**config.mk**
```make
export PLATFORM = sky130hd
export DESIGN_NAME = masked_u8_squared_difference_sum
export DESIGN_NICKNAME = d
export VERILOG_FILES = /design/src/rtl/core/msds_pkg.sv /design/src/rtl/core/msds_lane.sv /design/src/rtl/core/msds_merge.sv /design/src/rtl/core/masked_u8_squared_difference_sum.sv
export VERILOG_INCLUDE_DIRS = /design/src /design/src/rtl/core
export SDC_FILE = /design/constraint.sdc
export NUM_CORES = 2
export LEC_CHECK = 0
export BUFFER_PORTS_ARGS = -buffer_cell sky130_fd_sc_hd__clkbuf_2
export CAP_MARGIN = 25
export CORE_ASPECT_RATIO = 1.5
export CORE_UTILIZATION = 57
export CTS_CLUSTER_DIAMETER = 150
export CTS_CLUSTER_SIZE = 30
export DETAILED_ROUTE_END_ITERATION = 7
export PLACE_DENSITY = 0.84
export SLEW_MARGIN = 20
export SYNTH_ARGS = -nofsm -noshare
export SYNTH_HDL_FRONTEND = slang
export SYNTH_SLANG_ARGS = --single-unit
```
**constraint.sdc**
```tcl
create_clock -name clock -period 6.85 [get_ports clock]
set_input_delay 0.3425 -clock clock [delete_from_list [all_inputs] [get_ports clock]]
set_output_delay 0.3425 -clock clock [all_outputs]
set_load 0.01 [all_outputs]
```
**src/rtl/core/masked_u8_squared_difference_sum_defines.svh**
```systemverilog
// Assertion macros for the masked squared-difference sum merge module
`ifndef MASKED_U8_SQUARED_DIFFERENCE_SUM_DEFINES_SVH
`define MASKED_U8_SQUARED_DIFFERENCE_SUM_DEFINES_SVH

// Same-cycle implication, checked on every rising clock edge outside reset
`define MSDS_ASSERT_NOW(lbl, clk, rst, ante, cons) \
   lbl: assert property (@(posedge clk) disable iff (rst) (ante) |-> (cons)) \
      else $error("msds assertion failed");

// Next-cycle implication, checked on every rising clock edge outside reset
`define MSDS_ASSERT_NEXT(lbl, clk, rst, ante, cons) \
   lbl: assert property (@(posedge clk) disable iff (rst) (ante) |=> (cons)) \
      else $error("msds assertion failed");

`endif

```
**src/rtl/core/msds_pkg.sv**
```systemverilog
// Shared constants and types for the masked squared-difference sum block
package msds_pkg;

   localparam int LANES      = 8;
   localparam int PIX_W      = 64;
   localparam int BYTES      = PIX_W / 8;
   localparam int COUNT_W    = 4;
   localparam int SQ_W       = 16;
   localparam int LANE_SUM_W = SQ_W + $clog2(LANES + 1);
   localparam int TOTAL_W    = 64;
   localparam int CSR_IDX_W  = 8;
   localparam int CSR_DATA_W = 8;

   localparam logic [CSR_IDX_W-1:0] REG_MASK_ENABLE = CSR_IDX_W'(0);
   localparam logic [CSR_IDX_W-1:0] REG_MATCH_VALUE = CSR_IDX_W'(1);

   typedef logic [LANES-1:0][SQ_W-1:0] sq_vec_type;

   typedef struct packed {
      logic valid;
      logic frame_end;
   } stage_ctrl_type;

endpackage

```
**src/rtl/core/msds_lane.sv**
```systemverilog
// One lane: absolute pixel difference, square and mask gate, registered
module msds_lane (
   input  logic                      clock,
   input  logic                      load,
   input  logic [7:0]                pixel_a,
   input  logic [7:0]                pixel_b,
   input  logic [7:0]                mask_byte,
   input  logic                      lane_on,
   input  logic                      mask_enable,
   input  logic [7:0]                mask_match_value,
   output logic [msds_pkg::SQ_W-1:0] sq_ff
);

   logic [7:0]                diff;
   logic                      admitted;
   logic [msds_pkg::SQ_W-1:0] sq_in;

   always_comb begin
      diff     = (pixel_a >= pixel_b) ? (pixel_a - pixel_b) : (pixel_b - pixel_a);
      admitted = lane_on && (!mask_enable || (mask_byte == mask_match_value));
      sq_in    = admitted ? (msds_pkg::SQ_W'(diff) * msds_pkg::SQ_W'(diff))
                          : '0;
   end

   always_ff @(posedge clock) begin
      if (load) begin
         sq_ff <= sq_in;
      end
   end

endmodule

```
**src/rtl/core/msds_merge.sv**
```systemverilog
// Lane adder tree, frame accumulator and result register
`include "masked_u8_squared_difference_sum_defines.svh"

module msds_merge (
   input  logic                         clock,
   input  logic                         reset,
   input  msds_pkg::stage_ctrl_type     s1_ctrl,
   input  msds_pkg::sq_vec_type         s1_sq,
   output logic                         s2_load,
   output logic                         rsp_valid,
   input  logic                         rsp_stall,
   output logic [msds_pkg::TOTAL_W-1:0] rsp_frame_sum
);

   logic [msds_pkg::LANE_SUM_W-1:0] lane_sum;
   logic [msds_pkg::LANE_SUM_W-1:0] sum_ff;
   msds_pkg::stage_ctrl_type        s2_ctrl_ff;
   msds_pkg::stage_ctrl_type        s2_ctrl_in;
   logic [msds_pkg::TOTAL_W-1:0]    total_ff;
   logic [msds_pkg::TOTAL_W-1:0]    total_in;
   logic [msds_pkg::TOTAL_W-1:0]    frame_total;
   logic [msds_pkg::TOTAL_W-1:0]    rsp_sum_ff;
   logic [msds_pkg::TOTAL_W-1:0]    rsp_sum_in;
   logic                            rsp_valid_ff;
   logic                            rsp_valid_in;
   logic                            rsp_free;
   logic                            acc_take;
   logic                            take_end;

   always_comb begin
      lane_sum = '0;
      for (int i = 0; i < msds_pkg::LANES; i++) begin
         lane_sum = lane_sum + msds_pkg::LANE_SUM_W'(s1_sq[i]);
      end
   end

   // A frame-end transfer needs the result slot; other items never wait on it
   always_comb begin
      rsp_free    = !rsp_valid_ff || !rsp_stall;
      acc_take    = s2_ctrl_ff.valid && (!s2_ctrl_ff.frame_end || rsp_free);
      take_end    = acc_take && s2_ctrl_ff.frame_end;
      s2_load     = !s2_ctrl_ff.valid || acc_take;
      s2_ctrl_in  = s2_load ? s1_ctrl : s2_ctrl_ff;
      frame_total = total_ff + msds_pkg::TOTAL_W'(sum_ff);

      total_in = total_ff;
      if (acc_take) begin
         total_in = s2_ctrl_ff.frame_end ? '0 : frame_total;
      end

      rsp_valid_in = rsp_valid_ff && rsp_stall;
      rsp_sum_in   = rsp_sum_ff;
      if (take_end) begin
         rsp_valid_in = 1'b1;
         rsp_sum_in   = frame_total;
      end
   end

   always_ff @(posedge clock) begin
      if (reset) begin
         s2_ctrl_ff   <= '0;
         total_ff     <= '0;
         rsp_valid_ff <= 1'b0;
      end else begin
         s2_ctrl_ff   <= s2_ctrl_in;
         total_ff     <= total_in;
         rsp_valid_ff <= rsp_valid_in;
      end
   end

   always_ff @(posedge clock) begin
      if (s2_load) begin
         sum_ff <= lane_sum;
      end
      rsp_sum_ff <= rsp_sum_in;
   end

   assign rsp_valid     = rsp_valid_ff;
   assign rsp_frame_sum = rsp_sum_ff;

   `MSDS_ASSERT_NEXT(a_clear_after_end, clock, reset, take_end, total_ff == '0)
   `MSDS_ASSERT_NEXT(a_result_after_end, clock, reset, take_end, rsp_valid_ff)
   `MSDS_ASSERT_NOW(a_no_overwrite, clock, reset, take_end, !(rsp_valid_ff && rsp_stall))
   `MSDS_ASSERT_NEXT(a_rsp_only_from_end, clock, reset,
      !rsp_valid_ff && !take_end, !rsp_valid_ff)

endmodule

```
**src/rtl/core/masked_u8_squared_difference_sum.sv**
```systemverilog
// Masked sum of squared 8-bit pixel differences over a frame, eight lanes per item
// A frame-end item is registered in the lanes, then in stage two, then on rsp.
// Throughput: one item per cycle unless a frame-end item waits on a stalled result;
// lane squares, one adder tree and the 64-bit accumulator each take a stage.
// Reset: synchronous, active high; clears the running total, the pipeline valid
// bits, the pending result and both configuration registers.
module masked_u8_squared_difference_sum (
   input  logic                            clock,
   input  logic                            reset,
   input  logic                            req_valid,
   output logic                            req_stall,
   input  logic [msds_pkg::PIX_W-1:0]      req_pixels_first,
   input  logic [msds_pkg::PIX_W-1:0]      req_pixels_second,
   input  logic [msds_pkg::PIX_W-1:0]      req_mask_bytes,
   input  logic [msds_pkg::COUNT_W-1:0]    req_lane_count,
   input  logic                            req_frame_end,
   output logic                            rsp_valid,
   input  logic                            rsp_stall,
   output logic [msds_pkg::TOTAL_W-1:0]    rsp_frame_sum,
   input  logic                            csr_valid,
   output logic                            csr_ready,
   input  logic [msds_pkg::CSR_IDX_W-1:0]  csr_index,
   input  logic [msds_pkg::CSR_DATA_W-1:0] csr_data
);

   logic                       mask_enable_ff;
   logic                       mask_enable_in;
   logic [7:0]                 match_value_ff;
   logic [7:0]                 match_value_in;
   msds_pkg::stage_ctrl_type   s1_ctrl_ff;
   msds_pkg::stage_ctrl_type   s1_ctrl_in;
   msds_pkg::sq_vec_type       s1_sq;
   logic                       s1_load;
   logic                       s2_load;
   logic [msds_pkg::LANES-1:0] lane_on;

   assign csr_ready = 1'b1;

   always_comb begin
      mask_enable_in = mask_enable_ff;
      match_value_in = match_value_ff;
      if (csr_valid) begin
         case (csr_index)
            msds_pkg::REG_MASK_ENABLE: mask_enable_in = csr_data[0];
            msds_pkg::REG_MATCH_VALUE: match_value_in = csr_data[7:0];
            default: ;
         endcase
      end
   end

   // Advance stage one when it is empty or its item moves on
   always_comb begin
      s1_load              = !s1_ctrl_ff.valid || s2_load;
      s1_ctrl_in           = s1_ctrl_ff;
      if (s1_load) begin
         s1_ctrl_in.valid     = req_valid;
         s1_ctrl_in.frame_end = req_frame_end;
      end
   end

   assign req_stall = !s1_load;

   always_ff @(posedge clock) begin
      if (reset) begin
         mask_enable_ff <= 1'b0;
         match_value_ff <= '0;
         s1_ctrl_ff     <= '0;
      end else begin
         mask_enable_ff <= mask_enable_in;
         match_value_ff <= match_value_in;
         s1_ctrl_ff     <= s1_ctrl_in;
      end
   end

   for (genvar i = 0; i < msds_pkg::LANES; i++) begin : g_lane
      logic [7:0] pix_a;
      logic [7:0] pix_b;
      logic [7:0] mask_b;

      // Lanes past the input words see zero pixels and add nothing
      if (i < msds_pkg::BYTES) begin : g_byte
         assign pix_a  = req_pixels_first[8*i +: 8];
         assign pix_b  = req_pixels_second[8*i +: 8];
         assign mask_b = req_mask_bytes[8*i +: 8];
      end else begin : g_zero
         assign pix_a  = 8'd0;
         assign pix_b  = 8'd0;
         assign mask_b = 8'd0;
      end

      // A count above the lane total admits every lane
      assign lane_on[i] = (32'(req_lane_count) > i);

      msds_lane u_lane (
         .clock            (clock),
         .load             (s1_load),
         .pixel_a          (pix_a),
         .pixel_b          (pix_b),
         .mask_byte        (mask_b),
         .lane_on          (lane_on[i]),
         .mask_enable      (mask_enable_ff),
         .mask_match_value (match_value_ff),
         .sq_ff            (s1_sq[i])
      );
   end

   msds_merge u_merge (
      .clock         (clock),
      .reset         (reset),
      .s1_ctrl       (s1_ctrl_ff),
      .s1_sq         (s1_sq),
      .s2_load       (s2_load),
      .rsp_valid     (rsp_valid),
      .rsp_stall     (rsp_stall),
      .rsp_frame_sum (rsp_frame_sum)
   );

endmodule
```
After elaboration in Yosys (flattened, before gate mapping)
Cells that the tools add are included.
{ "word_totals": {"latch_bits": 0, "rom_bits": 0, "out_inout_bits": 67, "ff_bits": 290, "mem_bits_rw": 0, "memories": 0, "input_bits": 218, "wordCells": 118} }
{ "op_classes": {"div": 0, "n_bitwise": 0, "mul": 8, "muxes": 10, "order_cmp": 16, "shift": 0, "reduce_logical": 33, "n_eq_ne": 9, "add_sub_neg": 24} }
{ "op_table": {"columns": ["operator", "n"], "rows": [
  ["$mul 8x8->16", 8],
  ["$sub 8x8->8", 16],
  ["$add 20x16->20", 6],
  ["$add 64x20->64", 1],
  ["$eq 8x8->1", 8],
  ["$ge 8x8->1", 8],
  ["$mux 64", 1],
  ["$mux 8", 8],
  ["$add 16x16->17", 1],
  ["$gt 4x3->1 const B", 4],
  ["$logic_or 1x1->1", 12],
  ["$logic_and 1x1->1", 11],
  ["$eq 8x1->1 const B", 1],
  ["$gt 4x1->1 const B", 2],
  ["$gt 4x2->1 const B", 2],
  ["$logic_not 8->1", 1],
  ["$logic_not 1->1", 7],
  ["$reduce_and 2->1", 2],
  ["$mux 1", 1]
]} }

Depth between registers and ports, before layout
{ "depth": {"ltp_word": 7, "ltp_mapped": 30, "depth_no_buf": 30} }

Modules after synthesis
A second synthesis with hierarchy kept.
{ "hier_totals": {"cells_unflattened": 3846, "area_unflattened_um2": 35388.9} }
{ "by_module_without_submodules": {"columns": ["module", "cells_per_inst", "seq_area_each_um2", "area_per_inst_um2", "instances"], "rows": [
  ["msds_lane at g_lane[0].u_lane ...", 346, 450.4, 3098.0, 5],
  ["msds_merge", 1040, 3833.7, 10368.7, 1],
  ["msds_lane at g_lane[4].u_lane", 341, 450.4, 3001.6, 1],
  ["msds_lane at g_lane[1].u_lane", 343, 450.4, 2987.9, 1],
  ["msds_lane at g_lane[5].u_lane", 328, 450.4, 2956.6, 1],
  ["masked_u8_squared_difference_sum", 64, 220.2, 584.3, 1]
]} }

Worst setup path before layout
No wires, ideal clock.
{ "synth_timing": {"kind": "input to register", "start": "input req_pixels_first[32] in the netlist's numbering", "end": "register g_lane[4].u_lane.sq_ff[15] in the netlist's numbering, data pin", "t_arrival_ps": 6449, "t_required_ps": 6584, "path_slack_ps": 135, "setup_ps": 266, "n_path_buf": 1, "stages": 29, "path_cell_list": "inv_1 ha_1 inv_1 fa_1 a21o_1 a21oi_1 a31oi_1 a31oi_4 nor2_1 a221o_1 xnor2_1 clkbuf_1 or2_2 fa_1 inv_1 fa_1 fa_1 inv_1 fa_1 inv_1 ha_1 nor3_1 o21ai_0 a31oi_1 nor2b_1 o21a_1 o41ai_1 xor2_1 nor2_1"} }
{ "synth_via": {"elab_chain_cells": 3, "elab_cells_between_ends": 5, "classes_between": "2 x add/sub; 1 x mul; 1 x order compare; 1 x mux"} }
{ "synth_lines": {"columns": ["element", "line_no", "text"], "rows": [
  ["start, declared", "masked_u8_squared_difference_sum.sv:12", "input logic [msds_pkg::PIX_W-1:0] req_pixels_first,"],
  ["$sub 8x8->8 / $ge 8x8->1 (equally long branches)", "msds_lane.sv:19", "diff = (pixel_a >= pixel_b) ? (pixel_a - pixel_b) : (pixel_b - pixel_a);"],
  ["$mux 8 *", "msds_lane.sv:19", null],
  ["$mul 8x8->16 *", "msds_lane.sv:21", "sq_in = admitted ? (msds_pkg::SQ_W'(diff) * msds_pkg::SQ_W'(diff))"],
  ["end signal, assigned", "msds_lane.sv:27", "sq_ff <= sq_in;"],
  ["end, declared", "msds_lane.sv:11", "output logic [msds_pkg::SQ_W-1:0] sq_ff"]
]} }
Mark *: on every way between the ends. The rest lies on a longest branch, timed or not.
A chain may end at the register's enable or synchronous reset.

Final worst setup path
{ "layout_timing": {"start": "register g_lane[0].u_lane.sq_ff[3] in the netlist's numbering", "end": "register u_merge.sum_ff[17] in the netlist's numbering, data pin"} }
{ "layout_via": {"elab_chain_cells": 7} }
{ "layout_lines": {"columns": ["element", "line_no", "text"], "rows": [
  ["start, declared", "msds_lane.sv:11", null],
  ["start signal, assigned", "msds_lane.sv:27", null],
  ["$add 16x16->17", "msds_merge.sv:33", "lane_sum = lane_sum + msds_pkg::LANE_SUM_W'(s1_sq[i]);"],
  ["$add 20x16->20 (6 in series)", "msds_merge.sv:33", null],
  ["via u_merge.lane_sum, one bit", "msds_merge.sv:15", "logic [msds_pkg::LANE_SUM_W-1:0] lane_sum;"],
  ["end signal, assigned", "msds_merge.sv:73", "sum_ff <= lane_sum;"],
  ["end, declared", "msds_merge.sv:16", "logic [msds_pkg::LANE_SUM_W-1:0] sum_ff;"]
]} }
The timed path passes the listed nets, and every way through them passes these cells.

==> results.md <==
- Core area: 57700 um^2
- DR pass1 iterations: 8
- CP Cell Sequence: ha_1 > a21o_1 > a21oi_1 > nor2b_1 > o41ai_2 > o21bai_1 > a21oi_1 > o21bai_1 > a21oi_1 > xnor2_1 > fa_1 > inv_1 > fa_1 > fa_1 > fa_1 > inv_1 > ha_1 > and3_1 > and3_1 > a221o_1 > o41a_1 > a21oi_1 > xnor2_1
- Status: completed
- H-tree depth: 1
- # IOs: 285
- Setup violators final: 0
- Peak Freq: 0.152 GHz
- CTS buffer count: 13
- Register area share after synthesis: 23.1%
- CTS tree: yes
- Crit Path Class: register to register
- Fin util: 63.7%
- Mapped Area: 33200 um^2
- Worst path max stage delay: 0.53 ns
- Clk_skew: 0.0337 ns
- Max Slew Vio Count: 0
- Buf/Inv on CP: 2
- Setup Fix Bufs, Post-CTS: 0
- Max-Cap Viols: 0
- Hpwl dp: 64700 um
- Grt total ovfl: 0
- CTS root buf: clkbuf_16
- Prevailing post-synth register cell: edfxtp_1
- DIE WIDTH: 199 um
- Worst-Skew Late Latency: 0.51 ns
- Number of port buffers: 283
- Vias per cell: 5.48
- Total Routing Usage GR: 26.3%
- CP max FO: 4
- First-pass GRT wire length: 127000 um
- Worst slack, placed: -0.104 ns
- Vias in the first global route: 27700
- Post-synthesis async set-or-reset flop share: 0%
- Initial Util: 57.6%
- Post-synth EDFFs: 204
- Commonest non-fill, non-tap cell in the layout: inv_1
- DRC Markers: 0
- Clk slew on worst S/H paths: 0.13 ns
- Initial antenna violation count: 0
- DIE AREA: 59300 um^2
- Hold Path Class: primary input to register
- Synth Register Bits: 282
- Syn_area_per_cell: 9.20 um^2
- Most frequent cells in the layout: 672 x inv_1, 424 x nor2_1, 418 x ha_1, 292 x fa_1, 283 x clkbuf_2
- Fillers: 4638
- Cells after synthesis: 3610
- CP Launch Type: register
- Vias after detailed routing: 26000
- Slowest library cell on the worst path: fa_1
- Delay-heaviest family, CP: adder cells
- Drt total wl: 76000 um
- Final Hold Viols: 0
- Site row count: 108
- N_diodes: 0
- Worst setup margin: 0.257 ns
- Nets: 4896
- Worst Setup End Kind: register
- 1st-iter DRT viols: 1191
- Bufs on Longest Clock Path: 3
- Share of layout cells above drive strength 1: 12.9%
- Slew HR: 37.0%
- Drt wl/cell: 16.0 um
- Fin crit period: 6.59 ns
- Routability cong.: 0.946
- Hold_buf cts: 0
- Slew @ Worst Pin: 0.943 ns
- WP data arrival: 6.85 ns
- Die height: 298 um
- Ys Warns: 0
- Final Cycle Share: 96.2%
- Largest net degree at the start of global routing: 63
- Number of nets still failing antenna checks after routing: 0
- Critical path data required time: 7.11 ns
- Clock Sinks: 282
- Area Overhead vs Synth: 10.7%
- Unique cell type count in the Yosys netlist: 78
## synth_stat cells (all sizes together) (3+ instances only)
cell type  number  area, um^2
a2111oi         9        85.1
a211o           3        26.3
a211oi         21         225
a21o           47         353
a21oi         174         871
a221o           5        50.1
a221oi          6        71.3
a22o           12         105
a22oi           8        60.1
a31oi          39         259
a41oi          10        87.6
and2           20         125
and3           29         181
and4            8        70.1
buf            11        55.1
clkbuf         66         248
dfxtp          78        1560
edfxtp        204        6130
fa            292        5850
ha            418        5230
inv           673        2530
mux2            6        67.6
mux2i          66         661
nand2         117         439
nand2b         34         213
nand3          58         290
nand4          43         269
nor2          428        1610
nor2b          21         131
nor3           54         270
nor3b          18         135
nor4            4        31.3
nor4b           3        56.3
o211ai          6        55.1
o21a           14         105
o21ai         108         541
o21bai         40         300
o221ai          8        70.1
o31ai          24         208
o41ai          10        87.6
or2            42         263
or3            19         119
xnor2         243        2140
xor2           88         786
## area by class of cell
class	count	area [um^2]	share of cell area (%)
clock inverters	1	20.0	0.0545
repair buffers	415	2420	6.58
clock buffers	20	352	0.956
multi-input cells	2583	22800	62.0
inverters	673	2530	6.87
flip-flops and latches	282	7690	20.9
well taps	770	963	2.62
## final timing paths
check	cells past startpoint	from	slack (ns)	endpoint
hold reg to reg	2	u_merge.total_ff[0]$_SDFFE_PP0P_	0.48	u_merge.total_ff[0]$_SDFFE_PP0P_
setup / recovery	23	g_lane[0].u_lane.sq_ff[3]$_SDFFCE_PN0N_	0.26	u_merge.sum_ff[17]$_DFFE_PP_
hold / removal	3	csr_data[7]	0.06	match_value_ff[7]$_SDFFE_PP0P_
setup reg to reg	23	g_lane[0].u_lane.sq_ff[3]$_SDFFCE_PN0N_	0.26	u_merge.sum_ff[17]$_DFFE_PP_
## metal layers
metal / routed length (um) / track usage (%)
met3: 2470 / 1.90
met2: 41500 / 51.0
met4: 4730 / 14.7
met5: 0 / 0
met1: 27300 / 27.3
## sequential cells by signal (all words and copies together) (netlist names)
signal / flops
u_merge.s2_ctrl_ff: 2
s1_ctrl_ff: 2
u_merge.total_ff: 64
match_value_ff: 8
u_merge.rsp_frame_sum: 64
g_lane.u_lane.sq_ff: 120
mask_enable_ff: 1
u_merge.rsp_valid: 1
u_merge.sum_ff: 20
## metrics by stage
stage                     cells  hold slack [ns]  instance area [um^2]  setup TNS [ns]
after floorplan            3615            0.432                 33200               0
after global placement     4722            0.444                 36300               0
after detailed placement   4723            0.462                 36300          -0.357
after CTS                  4744           0.0497                 36700               0
after global routing       4744           0.0454                 36800         -0.0685
final                      4744           0.0595                 36800               0
## cells by family after synthesis
kind of cell / synth area share (%)
mux: 2.19
flops: 23.1
xor+xnor: 8.80
buf+inv: 8.52
fa+ha+maj: 33.3
compound gates: 11.2
other cells: 0.0226
simple gates: 12.8
## timing repair
item,4_1_cts,5_1_grt
setup endpoints to repair,0,5
gates resized for setup,0,5
hold endpoints to repair,0,0
## worst register-to-register path: cells and delay by family (launching register included)
kind | cells | cell delay (ns)
buffers and inverters | 2 | 0.11
xor gates and xnor gates | 2 | 0.25
AOI/OAI and AO/OA | 10 | 2.38
DFF | 1 | 0.40
and+or+nand+nor | 3 | 0.50
adders and majority gates | 6 | 2.70
Power is left out: the tool's default activity adds up to more than one toggle a clock period on the data nets, which glitch-free logic cannot reach.
